$ cat config.mk
export PLATFORM = sky130hd
export DESIGN_NAME = button_debounce_long_press
export DESIGN_NICKNAME = d
export VERILOG_FILES = /design/src/hdl/bdlp_pkg.sv /design/src/hdl/button_debounce_long_press.sv
export SDC_FILE = /design/constraint.sdc
export NUM_CORES = 1
export LEC_CHECK = 0
export ABC_AREA = 1
export BUFFER_PORTS_ARGS = -buffer_cell sky130_fd_sc_hd__buf_2
export CAP_MARGIN = 15
export CORE_AREA = 3 3 90 92
export CTS_CLUSTER_SIZE = 16
export DETAILED_ROUTE_END_ITERATION = 6
export DIE_AREA = 0 0 93 95
export GPL_TIMING_DRIVEN = 0
export PLACE_DENSITY = 0.72
export SLEW_MARGIN = 20
export SYNTH_ARGS = -nofsm -noshare
export SYNTH_HDL_FRONTEND = slang
export SYNTH_SLANG_ARGS = --single-unit
$ cat constraint.sdc
create_clock -name clk_i -period 4 [get_ports clk_i]
set_input_delay 0.8 -clock clk_i [delete_from_list [all_inputs] [get_ports clk_i]]
set_output_delay 0.8 -clock clk_i [all_outputs]
set_load 0.005 [all_outputs]
$ cat src/hdl/bdlp_pkg.sv
// Package for the button debouncer with long-press detection.
// Event codes, register indexes, reset values and the result struct.
// No dependencies.
package bdlp_pkg;

  localparam int unsigned TimerWidthDefault = 16;
  localparam int unsigned CfgWidth          = 16;
  localparam int unsigned CfgIndexWidth     = 2;

  localparam logic [CfgIndexWidth-1:0] RegEnable    = 2'd0;
  localparam logic [CfgIndexWidth-1:0] RegActiveLow = 2'd1;
  localparam logic [CfgIndexWidth-1:0] RegDebounce  = 2'd2;
  localparam logic [CfgIndexWidth-1:0] RegLongPress = 2'd3;

  localparam logic [CfgWidth-1:0] DebounceReset  = 16'd50;
  localparam logic [CfgWidth-1:0] LongPressReset = 16'd1000;

  typedef enum logic [1:0] {
    EvRelax    = 2'd0,
    EvLong     = 2'd1,
    EvLongMask = 2'd2,
    EvClickUp  = 2'd3
  } event_e;

  typedef struct packed {
    logic status_valid;
    logic pressed_now;
    logic long_press_event;
    logic click_up_event;
  } result_t;

endpackage

$ cat src/hdl/button_debounce_long_press.sv
// Button debouncer with long-press and click-up events; one tick per request.
// Each accepted result is registered in the output register, or in the skid stage while that one is held.
// Throughput: one request per cycle; the output register plus a one-entry
// skid stage keep accepting while a result waits, stalling only when both hold.
// Reset: registers return to enable 0, active_low 1, lockout 50, long press 1000;
// counter, debounced level, pending release and event state clear to zero.
// Depends on bdlp_pkg.
module button_debounce_long_press #(
  parameter int unsigned TIMER_WIDTH = bdlp_pkg::TimerWidthDefault
) (
  input  logic                                 clk_i,
  input  logic                                 rst_ni,
  input  logic                                 cfg_we_i,
  input  logic [bdlp_pkg::CfgIndexWidth-1:0]   cfg_index_i,
  input  logic [bdlp_pkg::CfgWidth-1:0]        cfg_data_i,
  input  logic                                 in_valid_i,
  output logic                                 in_stall_o,
  input  logic                                 pin_level_i,
  input  logic                                 read_status_i,
  output logic                                 out_valid_o,
  input  logic                                 out_stall_i,
  output logic                                 status_valid_o,
  output logic                                 pressed_now_o,
  output logic                                 long_press_event_o,
  output logic                                 click_up_event_o
);

  localparam int unsigned CmpWidth =
    (TIMER_WIDTH > bdlp_pkg::CfgWidth) ? TIMER_WIDTH : bdlp_pkg::CfgWidth;
  localparam logic [TIMER_WIDTH-1:0] TimerMax = {TIMER_WIDTH{1'b1}};

  logic                          enable_q, active_low_q;
  logic [bdlp_pkg::CfgWidth-1:0] debounce_q, long_press_q;

  logic [TIMER_WIDTH-1:0] elapsed_q, elapsed_d, elapsed_inc;
  logic                   pressed_q, pressed_d;
  logic                   pending_q, pending_d;
  bdlp_pkg::event_e       ev_q, ev_d;
  bdlp_pkg::result_t      res_d, out_q, skid_q;
  logic                   out_valid_q, skid_valid_q;
  logic                   sample, in_accept, out_take;

  assign in_stall_o = skid_valid_q;
  assign in_accept  = in_valid_i && !skid_valid_q;
  assign out_take   = out_valid_q && !out_stall_i;

  // config registers
  always_ff @(posedge clk_i or negedge rst_ni) begin
    if (!rst_ni) begin
      enable_q     <= 1'b0;
      active_low_q <= 1'b1;
      debounce_q   <= bdlp_pkg::DebounceReset;
      long_press_q <= bdlp_pkg::LongPressReset;
    end else if (cfg_we_i) begin
      case (cfg_index_i)
        bdlp_pkg::RegEnable:    enable_q     <= cfg_data_i[0];
        bdlp_pkg::RegActiveLow: active_low_q <= cfg_data_i[0];
        bdlp_pkg::RegDebounce:  debounce_q   <= cfg_data_i;
        bdlp_pkg::RegLongPress: long_press_q <= cfg_data_i;
        default: ;
      endcase
    end
  end

  assign sample      = pin_level_i ^ active_low_q;
  assign elapsed_inc = (elapsed_q == TimerMax) ? elapsed_q : elapsed_q + 1'b1;

  always_comb begin
    elapsed_d = elapsed_inc;
    pressed_d = pressed_q;
    pending_d = pending_q;
    ev_d      = ev_q;
    res_d     = '0;
    if (enable_q && sample != pressed_q &&
        CmpWidth'(elapsed_inc) >= CmpWidth'(debounce_q)) begin
      pressed_d = sample;
      elapsed_d = '0;
      if (!sample) begin
        pending_d = 1'b1;
      end
    end
    if (read_status_i) begin
      if (ev_d != bdlp_pkg::EvLong && ev_d != bdlp_pkg::EvLongMask &&
          pressed_d && CmpWidth'(elapsed_d) > CmpWidth'(long_press_q)) begin
        ev_d = bdlp_pkg::EvLong;
      end
      if (pending_d) begin
        if (ev_d == bdlp_pkg::EvLongMask) begin
          ev_d = bdlp_pkg::EvRelax;
        end else if (ev_d == bdlp_pkg::EvRelax) begin
          ev_d = bdlp_pkg::EvClickUp;
        end
        pending_d = 1'b0;
      end
      res_d.click_up_event   = (ev_d == bdlp_pkg::EvClickUp);
      res_d.long_press_event = (ev_d == bdlp_pkg::EvLong);
      case (ev_d)
        bdlp_pkg::EvClickUp: ev_d = bdlp_pkg::EvRelax;
        bdlp_pkg::EvLong:    ev_d = bdlp_pkg::EvLongMask;
        default: ;
      endcase
    end
    res_d.status_valid = read_status_i;
    res_d.pressed_now  = pressed_d;
  end

  always_ff @(posedge clk_i or negedge rst_ni) begin
    if (!rst_ni) begin
      elapsed_q <= '0;
      pressed_q <= 1'b0;
      pending_q <= 1'b0;
      ev_q      <= bdlp_pkg::EvRelax;
    end else if (in_accept) begin
      elapsed_q <= elapsed_d;
      pressed_q <= pressed_d;
      pending_q <= pending_d;
      ev_q      <= ev_d;
    end
  end

  // output register and skid stage
  always_ff @(posedge clk_i or negedge rst_ni) begin
    if (!rst_ni) begin
      out_valid_q  <= 1'b0;
      skid_valid_q <= 1'b0;
    end else begin
      if (!out_valid_q || out_take) begin
        out_valid_q  <= skid_valid_q || in_accept;
        skid_valid_q <= 1'b0;
      end else if (in_accept) begin
        skid_valid_q <= 1'b1;
      end
    end
  end

  always_ff @(posedge clk_i) begin
    if (!out_valid_q || out_take) begin
      out_q <= skid_valid_q ? skid_q : res_d;
    end
    if (in_accept && out_valid_q && !out_take) begin
      skid_q <= res_d;
    end
  end

  assign out_valid_o        = out_valid_q;
  assign status_valid_o     = out_q.status_valid;
  assign pressed_now_o      = out_q.pressed_now;
  assign long_press_event_o = out_q.long_press_event;
  assign click_up_event_o   = out_q.click_up_event;

  a_skid_needs_out: assert property (@(posedge clk_i) disable iff (!rst_ni)
    skid_valid_q |-> out_valid_q)
    else $error("skid entry held without a result in the output register");

  a_events_need_read: assert property (@(posedge clk_i) disable iff (!rst_ni)
    out_valid_q && !out_q.status_valid |-> !out_q.long_press_event && !out_q.click_up_event)
    else $error("event reported without a status read");

  a_events_exclusive: assert property (@(posedge clk_i) disable iff (!rst_ni)
    out_valid_q |-> !(out_q.long_press_event && out_q.click_up_event))
    else $error("long press and click-up reported together");

  a_change_clears_timer: assert property (@(posedge clk_i) disable iff (!rst_ni)
    in_accept && pressed_d != pressed_q |=> elapsed_q == '0)
    else $error("accepted level change did not clear the timer");

endmodule
==> flow_summary.json, run 1 <==
{
  "post-place-cells": 641,
  "post-dp-hpwl_um": 6720,
  "cts_root_buf": "clkbuf_8",
  "design_power_mw": 2.82,
  "tritoncts": "built",
  "grt_pass1_vias": 3405,
  "cts.htree.levels": 3,
  "setup_viol_count_final": 5,
  "synth_top_cell_by_area": "dfrtp_1",
  "synth_cells": 512,
  "diodes": 0,
  "fmax_mhz": 227,
  "critPathMaxFanout": 7,
  "final-max-slew-violation-count": 0,
  "numCtsBuffers": 9,
  "antenna_violations_before_repair": 0,
  "layout.core_utilization_pct": 70.6,
  "clkTransAtPathRegs_ps": 70,
  "result_of_the_run": "complete, but fails checks",
  "mappedNetlistArea_um2": 4000,
  "detail_route.vias_per_cell": 5.21,
  "cp_slowest_stage_delay_ps": 350,
  "grt.total_usage_pct": 23.4,
  "clock_sink_count": 64,
  "detail_route.wl_per_cell_um": 15.2,
  "register_area_share_after_synthesis_pct": 41.4,
  "unrepaired_setup_endpoints_after_global_routing": "true",
  "final_period_minus_worst_setup_slack_ps": 4400,
  "cts_buffer_depth": 2,
  "start_util_pct": 54.8,
  "worst_setup_path_start_kind": "register",
  "final_net_count": 645,
  "synth_most_common_cell": "nand2_1",
  "timing.critical_path.max_delay_family": "simple AND/OR/NAND/NOR gates",
  "period_share_pct": 110,
  "clock_latency_ps": 350,
  "synth.ff_latch_count": 64,
  "layout_setup_ws_ps": -398,
  "initialDrtViolationCount": 215,
  "drtPass1Iterations": 5,
  "drive_above_1_share_pct": 31.6,
  "wl_um": 10400,
  "vdd_ir_drop_max_mv": 0.304,
  "cap_viol_max_count": 0,
  "timing_hold_violations_final": 0,
  "violations": "setup timing",
  "finish.instance_area_um2": 5150,
  "globalRouteOverflowTotal": 0,
  "synth.area.top_cells": "dfrtp_1 (29%), nand2_1 (12%), ha_1 (11%)",
  "p_leak_nw": 2.62,
  "min_path_type": "register to register",
  "place_congestion": 0.868,
  "critical_path.slowest_cell": "dfrtp_1",
  "core_area_um2": 7290,
  "critical_path.endpoint_type": "register",
  "timing.slew.headroom_pct": 50.6,
  "grt_first_pass_wirelength_um": 15900,
  "finalNonFillerCells": 688,
  "synth_top_area_share_pct": 28.8,
  "synth_top_flop_cell": "dfrtp_1",
  "worstPathRequired_ps": 4230,
  "timing.critical_path.buf_inv": 6,
  "async_reset_ff_share_pct": 87.5,
  "die_x_um": 93,
  "cell_rows": 31,
  "place_area_um2": 4270,
  "worst_endpoint_data_arrival_time_ps": 4630,
  "power_per_cell_area_nw_per_um2": 547,
  "ant_nets": 0,
  "die_area_um2": 8840,
  "synthesis.nets": 573,
  "die_y_um": 95,
  "number_of_flops_mapped_to_enable_cells_by_yosys": 8,
  "grt_start_max_net_pins": 57,
  "place.port_buffers": 30,
  "worstSetupPathType": "register to register",
  "syn_area_per_cell_um2": 7.80,
  "transition_time_at_the_pin_with_the_least_slew_margin_ps": 740,
  "clock_skew_ps": 10.5,
  "vias": 3584,
  "synth_common_cells": "nand2_1 (132), inv_1 (99), o21ai_0 (54)",
  "yosysWarningCount": 0,
  "route.detailed.drc": 0,
  "top_ports": 31,
  "synthToLayoutAreaGrowth_pct": 28.8,
  "yosys.cell_types.count": 35
}
[kinds of logic (layout without fill, tap and decap cells)]
logic type                 count (synthesis)  count (layout)  synth area share [%]
AOI/OAI and AO/OA                         94              94                  12.8
xor gates and xnor gates                   9               9                  2.16
adders and majority gates                 36              36                  11.3
buffers and inverters                    114             191                  11.0
DFF                                       64              64                  41.4
and+or+nand+nor                          195             195                  21.4
[worst reg2reg max path, delay by kind of cell (launching register included)]
kind	cells	cell delay [ps]
AND/OR/NAND/NOR	10	1330
AO/OA/AOI/OAI	9	1090
buffers and inverters	6	810
adder cells (fa/ha/maj)	3	730
flip-flops	1	350
[metal layers]
| layer | vias to the layer above | global-route usage (%) | part of all wire, % |
|---|---|---|---|
| met1 | 1671 | 29.6 | 43 |
| met4 | 0 | 10.7 | 3.2 |
| li1 | 1759 | - | - |
| met2 | 120 | 39.1 | 48 |
| met3 | 34 | 4.46 | 5.5 |
| met5 | - | 0 | 0 |
[placed cells by master (no fill, tap or decap), types with 3 or more instances in the layout]
master,instances
buf_2,31
ha_4,13
o21ai_1,10
nand3_2,4
nor3_1,3
o21ai_2,6
buf_6,4
nand4_1,4
inv_2,7
buf_4,29
clkbuf_8,9
o21ai_0,47
dfrtp_1,43
xor2_2,3
inv_4,3
a21oi_2,9
nand2_1,111
a21oi_1,16
edfxtp_1,8
dfstp_2,10
dfrtp_2,3
ha_1,22
xor2_1,5
clkbuf_1,10
nand3_1,10
nand2_4,8
nor2_1,16
inv_1,91
nor2_4,8
nor2_2,5
nand2_2,18
[registers in the layout (all words and copies together) (netlist names)]
register,count
active_low_q,1
click_up_event_o,1
debounce_q,16
elapsed_q,16
enable_q,1
ev_q,2
in_stall_o,1
long_press_event_o,1
long_press_q,16
out_valid_o,1
pending_q,1
pressed_now_o,1
pressed_q,1
skid_q,4
status_valid_o,1
[cell type report]
class	instances	area, um2
clock inverters	6	82.6
inverters	102	395
fillers	571	2140
multi-input cells	334	2310
plain buffers	12	61.3
clock buffers	10	128
well taps	99	124
flip-flops and latches	64	1660
repair buffers	61	390
[report_power, final]
group          internal, mW  switching, mW  total [mW]
clock                 0.349          0.261       0.610
sequential            0.801          0.108       0.909
combinational         0.573          0.724        1.30
[what timing repair did]
item / CTS / global route
endpoints found under the hold margin: 0 / 0
gates cloned: 1 / 0
setup buffers: 16 / 14
pin swaps: 25 / 30
hold buffers: 0 / 0
gates resized for setup: 48 / 57
endpoints found under the setup margin: 5 / 5
[stage by stage]
stage / hold WS, ps / TNS [ps] / setup WS, ps
final: 483 / -1870 / -398
after global routing: 508 / -2500 / -530
after floorplan: 450 / 0 / 115
after CTS: 489 / -732 / -176
after global placement: 468 / -1600 / -350
after detailed placement: 473 / -2230 / -483
[path summary, 6_finish.rpt]
check | startpoint | to | slack (ps) | cells after the start
setup / recovery | elapsed_q[12] | ev_q[1] | -400 | 28
hold / removal | long_press_q[11] | long_press_q[11] | 480 | 2
setup reg to reg | elapsed_q[12] | ev_q[1] | -400 | 28
hold reg to reg | long_press_q[11] | long_press_q[11] | 480 | 2
max in group asynchronous | rst_ni | elapsed_q[3] | 2990 | 1
min in group asynchronous | rst_ni | elapsed_q[8] | 500 | 1
(Power assumes the default switching activity.)
==> run 2, diff against run 1 <==
--- a/config.mk
+++ b/config.mk
@@ -14,6 +14,7 @@
 export DIE_AREA = 0 0 93 95
 export GPL_TIMING_DRIVEN = 0
 export PLACE_DENSITY = 0.72
+export RECOVER_POWER = 25
 export SLEW_MARGIN = 20
 export SYNTH_ARGS = -nofsm -noshare
 export SYNTH_HDL_FRONTEND = slang
==> flow_summary.json, run 2 (synthesis gave the netlist of run 1 again) <==
{
  "critical_path.slowest_cell": "dfrtp_1",
  "globalRouteOverflowTotal": 0,
  "clock_power_share_pct": 21.7,
  "hold-path-cell-count": 2,
  "final_common_cell": "nand2_1",
  "detail_route.vias_per_cell": 5.21,
  "timing_hold_violations_final": 0,
  "antenna_violations_before_repair": 0,
  "r2r_end": "ev_q[1]",
  "power_per_cell_area_nw_per_um2": 547,
  "layout.core_utilization_pct": 70.5,
  "cts_buffer_depth": 2,
  "violations": "capacitance limit, slew limit, setup timing",
  "worst_endpoint_data_arrival_time_ps": 4630,
  "grt_start_max_net_pins": 57,
  "power_switching_share_pct": 38.8,
  "pwr-share-comb_pct": 46.0,
  "clock_skew_ps": 10.5,
  "die_x_um": 93,
  "cp_slowest_stage_delay_ps": 350,
  "cap_viol_max_count": 1,
  "min_path_type": "register to register",
  "setup.reg_to_reg.worst_slack_ps": -400,
  "unrepaired_setup_endpoints_after_global_routing": "true",
  "grt_first_pass_wirelength_um": 15900,
  "die_area_um2": 8840,
  "cts_hold_buffers": 0,
  "synthToLayoutAreaGrowth_pct": 28.7,
  "place_area_um2": 4270,
  "period_share_pct": 110,
  "worstReg2RegStart": "elapsed_q[12]",
  "place_congestion": 0.868,
  "post-place-cells": 641,
  "grt.total_usage_pct": 23.4,
  "result_of_the_run": "complete, but fails checks",
  "worst_hold_slack_ps": 483,
  "layout.cells.most_common_list": "nand2_1 (111), inv_1 (91), o21ai_0 (47)",
  "final_period_minus_worst_setup_slack_ps": 4400,
  "grt_pass1_vias": 3405,
  "drive_above_1_share_pct": 31.2,
  "p_leak_nw": 2.62,
  "cts.htree.levels": 3,
  "cell_rows": 31,
  "vdd_ir_drop_max_mv": 0.304,
  "vias": 3584,
  "worstPathRequired_ps": 4230,
  "design_power_mw": 2.82,
  "layout_setup_ws_ps": -397,
  "p_seq_share_pct": 32.3,
  "cts_root_buf": "clkbuf_8",
  "fmax_mhz": 227,
  "finish.instance_area_um2": 5140,
  "drtPass1Iterations": 5,
  "place.port_buffers": 30,
  "critical_path.endpoint_type": "register",
  "finalNonFillerCells": 688,
  "final_net_count": 645,
  "detail_route.wl_per_cell_um": 15.2,
  "critPathMaxFanout": 7,
  "die_y_um": 95,
  "setup_tns_ps": -1860,
  "clock_latency_ps": 350,
  "fillers": 573,
  "final-max-slew-violation-count": 57,
  "clock_sink_count": 64,
  "route.detailed.drc": 0,
  "numCtsBuffers": 9,
  "layout_top_registers": "debounce_q: 16 flops, elapsed_q: 16 flops, long_press_q: 16 flops",
  "place_worst_setup_slack_ps": -483,
  "initialDrtViolationCount": 215,
  "min-delay-start": "long_press_q[11]",
  "cellInternalPower_mw": 1.72,
  "transition_time_at_the_pin_with_the_least_slew_margin_ps": 3100,
  "ant_nets": 0,
  "post-dp-hpwl_um": 6720,
  "clkTransAtPathRegs_ps": 70,
  "worstSetupPathType": "register to register",
  "timing.slew.headroom_pct": -106,
  "worst_setup_path_start_kind": "register",
  "tritoncts": "built",
  "diodes": 0,
  "core_area_um2": 7290,
  "top_ports": 31,
  "setup_viol_count_final": 5,
  "r2r_depth": 28,
  "hold_path_end": "long_press_q[11]",
  "wl_um": 10400,
  "power.switching_mw": 1.09,
  "start_util_pct": 54.8
}
## run 2: cell count changes in the layout (fill, tap and decap cells not counted)
cell,delta
clkbuf_1,+2
buf_2,-1
buf_4,-1
## run 2: routing by layer
metal | GRT usage, % | vias to the layer above | wire length [um]
met2 | 39.1 | 120 | 5010
met4 | 10.7 | 0 | 335
met3 | 4.46 | 34 | 570
li1 | - | 1759 | -
met1 | 29.6 | 1671 | 4530
met5 | 0 | - | 0
## run 2: power groups by stage
stage / clock network [mW] / registers, mW / logic [mW]
2_1_floorplan: 0 / 0.885 / 0.648
3_3_place_gp: 0 / 0.904 / 0.816
3_5_place_dp: 0 / 0.909 / 0.858
4_1_cts: 0.616 / 0.897 / 1.06
5_1_grt: 0.646 / 0.924 / 1.44
6_report: 0.610 / 0.909 / 1.30
## run 2: cell type report
type / count / area, um2 / share of cell area, %
timing repair buffer: 61 / 385 / 7.49
clock inverter: 6 / 82.6 / 1.61
tap: 99 / 124 / 2.41
buffer: 12 / 61.3 / 1.19
multi-input combinational: 334 / 2310 / 44.9
inverter: 102 / 395 / 7.69
sequential: 64 / 1660 / 32.2
clock buffer: 10 / 128 / 2.48
## run 2: worst max-delay path, delay by kind of cell, from the launching register on
family / cells / cell delay (ps)
AO/OA/AOI/OAI: 9 / 1090
flip-flops: 1 / 350
buffers and inverters: 6 / 810
AND/OR/NAND/NOR: 10 / 1320
adder cells (fa/ha/maj): 3 / 730
## run 2: worst max-delay path by stage
stage / from / endpoint / slack, ps
global placement: elapsed_q[1] / click_up_event_o / -350
finish: elapsed_q[12] / ev_q[1] / -400
detailed placement: elapsed_q[1] / click_up_event_o / -480
floorplan: elapsed_q[1] / ev_q[1] / 120
global route: elapsed_q[13] / ev_q[1] / -530
CTS: elapsed_q[1] / ev_q[1] / -180
## run 2: repair_timing
item / 4_1_cts / 5_1_grt
cloned: 1 / 0
pin swaps: 25 / 30
endpoints found under the setup margin: 5 / 5
endpoints found under the hold margin: 0 / 0
buffers inserted: 16 / 14
resized for setup: 48 / 57
==> run 3, diff against run 2 <==
--- a/config.mk
+++ b/config.mk
@@ -5,7 +5,6 @@
 export SDC_FILE = /design/constraint.sdc
 export NUM_CORES = 1
 export LEC_CHECK = 0
-export ABC_AREA = 1
 export BUFFER_PORTS_ARGS = -buffer_cell sky130_fd_sc_hd__buf_2
 export CAP_MARGIN = 15
 export CORE_AREA = 3 3 90 92
@@ -14,7 +13,7 @@
 export DIE_AREA = 0 0 93 95
 export GPL_TIMING_DRIVEN = 0
 export PLACE_DENSITY = 0.72
-export RECOVER_POWER = 25
+export RECOVER_POWER = 100
 export SLEW_MARGIN = 20
 export SYNTH_ARGS = -nofsm -noshare
 export SYNTH_HDL_FRONTEND = slang
==> flow_summary.json, run 3 <==
{
  "final_period_minus_worst_setup_slack_ps": 5430,
  "synthToLayoutAreaGrowth_pct": 31.7,
  "clock_latency_ps": 350,
  "fmax_mhz": 184,
  "grt_start_max_net_pins": 57,
  "drive_above_1_share_pct": 45.0,
  "start_util_pct": 54.6,
  "violations": "capacitance limit, slew limit, setup timing",
  "vdd_ir_drop_max_mv": 0.287,
  "layout_setup_ws_ps": -1430,
  "yosys.cell_types.count": 54,
  "synth_common_cells": "dfrtp_1 (46), mux2_2 (42), inv_1 (37)",
  "cell_rows": 31,
  "detail_route.vias_per_cell": 5.73,
  "period_share_pct": 136,
  "power_per_cell_area_nw_per_um2": 517,
  "post-place-cells": 509,
  "place.port_buffers": 30,
  "synth_top_flop_cell": "dfrtp_1",
  "number_of_flops_mapped_to_enable_cells_by_yosys": 8,
  "p_leak_nw": 2.37,
  "antenna_violations_before_repair": 0,
  "use_met2_pct": 38.2,
  "vias": 3278,
  "ant_nets": 0,
  "mappedNetlistArea_um2": 3980,
  "core_area_um2": 7290,
  "worstSetupPathType": "register to register",
  "critical_path.slowest_cell": "dfrtp_1",
  "post_synth_xor_area_fraction_pct": 2.42,
  "critPathMaxFanout": 4,
  "syn_area_per_cell_um2": 10.5,
  "min_path_type": "register to register",
  "async_reset_ff_share_pct": 87.5,
  "globalRouteOverflowTotal": 0,
  "synth.ff_latch_count": 64,
  "layout.cells.most_common_list": "buf_4 (46), mux2_2 (40), inv_1 (37), dfrtp_1 (37), ha_1 (26)",
  "cts_root_buf": "clkbuf_8",
  "cts_buffer_depth": 2,
  "groute.layer.met3.usage_pct": 3.90,
  "setup_viol_count_final": 5,
  "route.detailed.drc": 0,
  "synth_cells": 380,
  "diodes": 0,
  "synth.area.top_cells": "dfrtp_1 (29%), mux2_2 (12%), ha_1 (11%)",
  "transition_time_at_the_pin_with_the_least_slew_margin_ps": 2980,
  "synthesis.nets": 441,
  "initialDrtViolationCount": 224,
  "cp_slowest_stage_delay_ps": 400,
  "tritoncts": "built",
  "synth_top_area_share_pct": 28.9,
  "final_net_count": 529,
  "result_of_the_run": "complete, but fails checks",
  "unrepaired_setup_endpoints_after_global_routing": "true",
  "yosysWarningCount": 0,
  "layout.core_utilization_pct": 71.9,
  "cap_viol_max_count": 1,
  "worst_setup_path_start_kind": "register",
  "fillers": 505,
  "worstPathRequired_ps": 4110,
  "layout_top_registers": "debounce_q: 16 flops, elapsed_q: 16 flops, long_press_q: 16 flops",
  "grt_pass1_vias": 3223,
  "grt_first_pass_wirelength_um": 15700,
  "die_area_um2": 8840,
  "cts_hold_buffers": 0,
  "worst_endpoint_data_arrival_time_ps": 5530,
  "register_area_share_after_synthesis_pct": 41.6,
  "detail_route.wl_per_cell_um": 17.7,
  "die_y_um": 95,
  "wl_um": 10100,
  "timing.slew.headroom_pct": -98.6,
  "place_congestion": 0.930,
  "drtPass1Iterations": 4,
  "globalRoute.busiestLayer": "met2",
  "critical_path.endpoint_type": "register",
  "combinational_family_with_the_most_area_after_synthesis": "simple AND/OR/NAND/NOR gates",
  "grt.total_usage_pct": 22.8,
  "cts.htree.levels": 3,
  "area_fraction_in_compound_gates_after_synthesis_pct": 11.8,
  "grt_util_met1_pct": 30.6,
  "critical_path.most_common_cell": "buf_4",
  "setup.reg_to_reg.worst_slack_ps": -1430,
  "post-dp-hpwl_um": 6270,
  "synth_most_common_cell": "dfrtp_1",
  "die_x_um": 93,
  "clkTransAtPathRegs_ps": 80,
  "final-max-slew-violation-count": 57,
  "critical_path_cell_sequence": "and3_4, nand4_1, o211ai_1, buf_4, buf_4, o21a_1, ha_1, a21oi_1, nor3_1, a211o_2, o311ai_4, buf_4, and2_1, ha_1, nand4_1, nor2_1, a221o_1, o311a_4, a41oi_2, mux2i_2, ha_2, and2_4, mux2_4",
  "numCtsBuffers": 9,
  "final_common_cell": "buf_4",
  "post_synth_fa_ha_maj_area_fraction_pct": 11.3,
  "finalNonFillerCells": 572,
  "clock_skew_ps": 13.8,
  "setup_tns_ps": -6540,
  "timing_hold_violations_final": 0,
  "top_ports": 31,
  "synth-simple-area-share_pct": 15.3,
  "synth_top_cell_by_area": "dfrtp_1",
  "clock_sink_count": 64,
  "synthMuxAreaShare_pct": 12.9
}
-- run 3: changes by cell type after synthesis, moves of 6 or more --
cell	before	now
o21ai_1	6	0
xnor2_1	0	6
mux2_2	0	42
and2_1	1	14
o21ai_0	54	14
nand2_1	132	21
inv_1	99	37
-- run 3: path summary, 6_finish.rpt --
kind / startpoint / to / depth (start not counted)
worst max-delay path: elapsed_q[14] / click_up_event_o / 23
worst min-delay path: debounce_q[7] / debounce_q[7] / 1
worst max register to register: elapsed_q[14] / click_up_event_o / 23
worst min register to register: debounce_q[7] / debounce_q[7] / 1
max in group asynchronous: rst_ni / elapsed_q[12] / 1
min in group asynchronous: rst_ni / elapsed_q[5] / 1
-- run 3: worst max-delay path: cells and delay by family (launching register included) --
family	cells	cell delay, ps
DFF	1	400
AOI/OAI and AO/OA	8	2310
and+or+nand+nor	7	970
adders and majority gates	3	650
buffers and inverters	3	470
muxes	2	370
-- run 3: cell type report --
class / instances / area [um2] / share of cell area [%]
repair buffers: 78 / 515 / 9.84
flip-flops and latches: 64 / 1670 / 31.8
inverters: 37 / 139 / 2.65
multi-input cells: 268 / 2540 / 48.5
clock inverters: 6 / 60.1 / 1.15
clock buffers: 10 / 128 / 2.43
well taps: 99 / 124 / 2.36
plain buffers: 10 / 66.3 / 1.27
-- run 3: cells by family (layout without fill, tap and decap cells) --
family          Yosys count  after routing
simple gates            109            109
compound gates           66             66
flops                    64             64
buf+inv                  48            141
mux                      46             46
fa+ha+maj                36             36
xor+xnor                 11             11
-- run 3: layer usage --
layer / wire [um] / vias to the layer above
met5: 0 / -
met4: 175 / 0
met3: 376 / 18
met2: 5090 / 77
met1: 4510 / 1641
li1: - / 1542
-- run 3: repair_timing --
action | in CTS | in global routing
cloned | 1 | 0
pin swaps | 25 | 23
endpoints found under the setup margin | 5 | 6
buffers inserted | 25 | 22
gates resized for setup | 51 | 25
-- run 3: per-stage QoR --
step / cell area (um2) / hold WS [ps] / setup WS, ps / power (mW)
after global placement: 4340 / 489 / -1910 / 1.79
after detailed placement: 4350 / 493 / -2020 / 1.83
after CTS: 4980 / 508 / -1380 / 2.55
final: 5240 / 508 / -1430 / 2.71
after global routing: 5240 / 529 / -1590 / 2.86
after floorplan: 4070 / 479 / -1010 / 1.60
-- run 3: power breakdown --
part	internal, mW	switching, mW
Combinational	0.603	0.636
Sequential	0.814	0.109
Clock	0.285	0.262
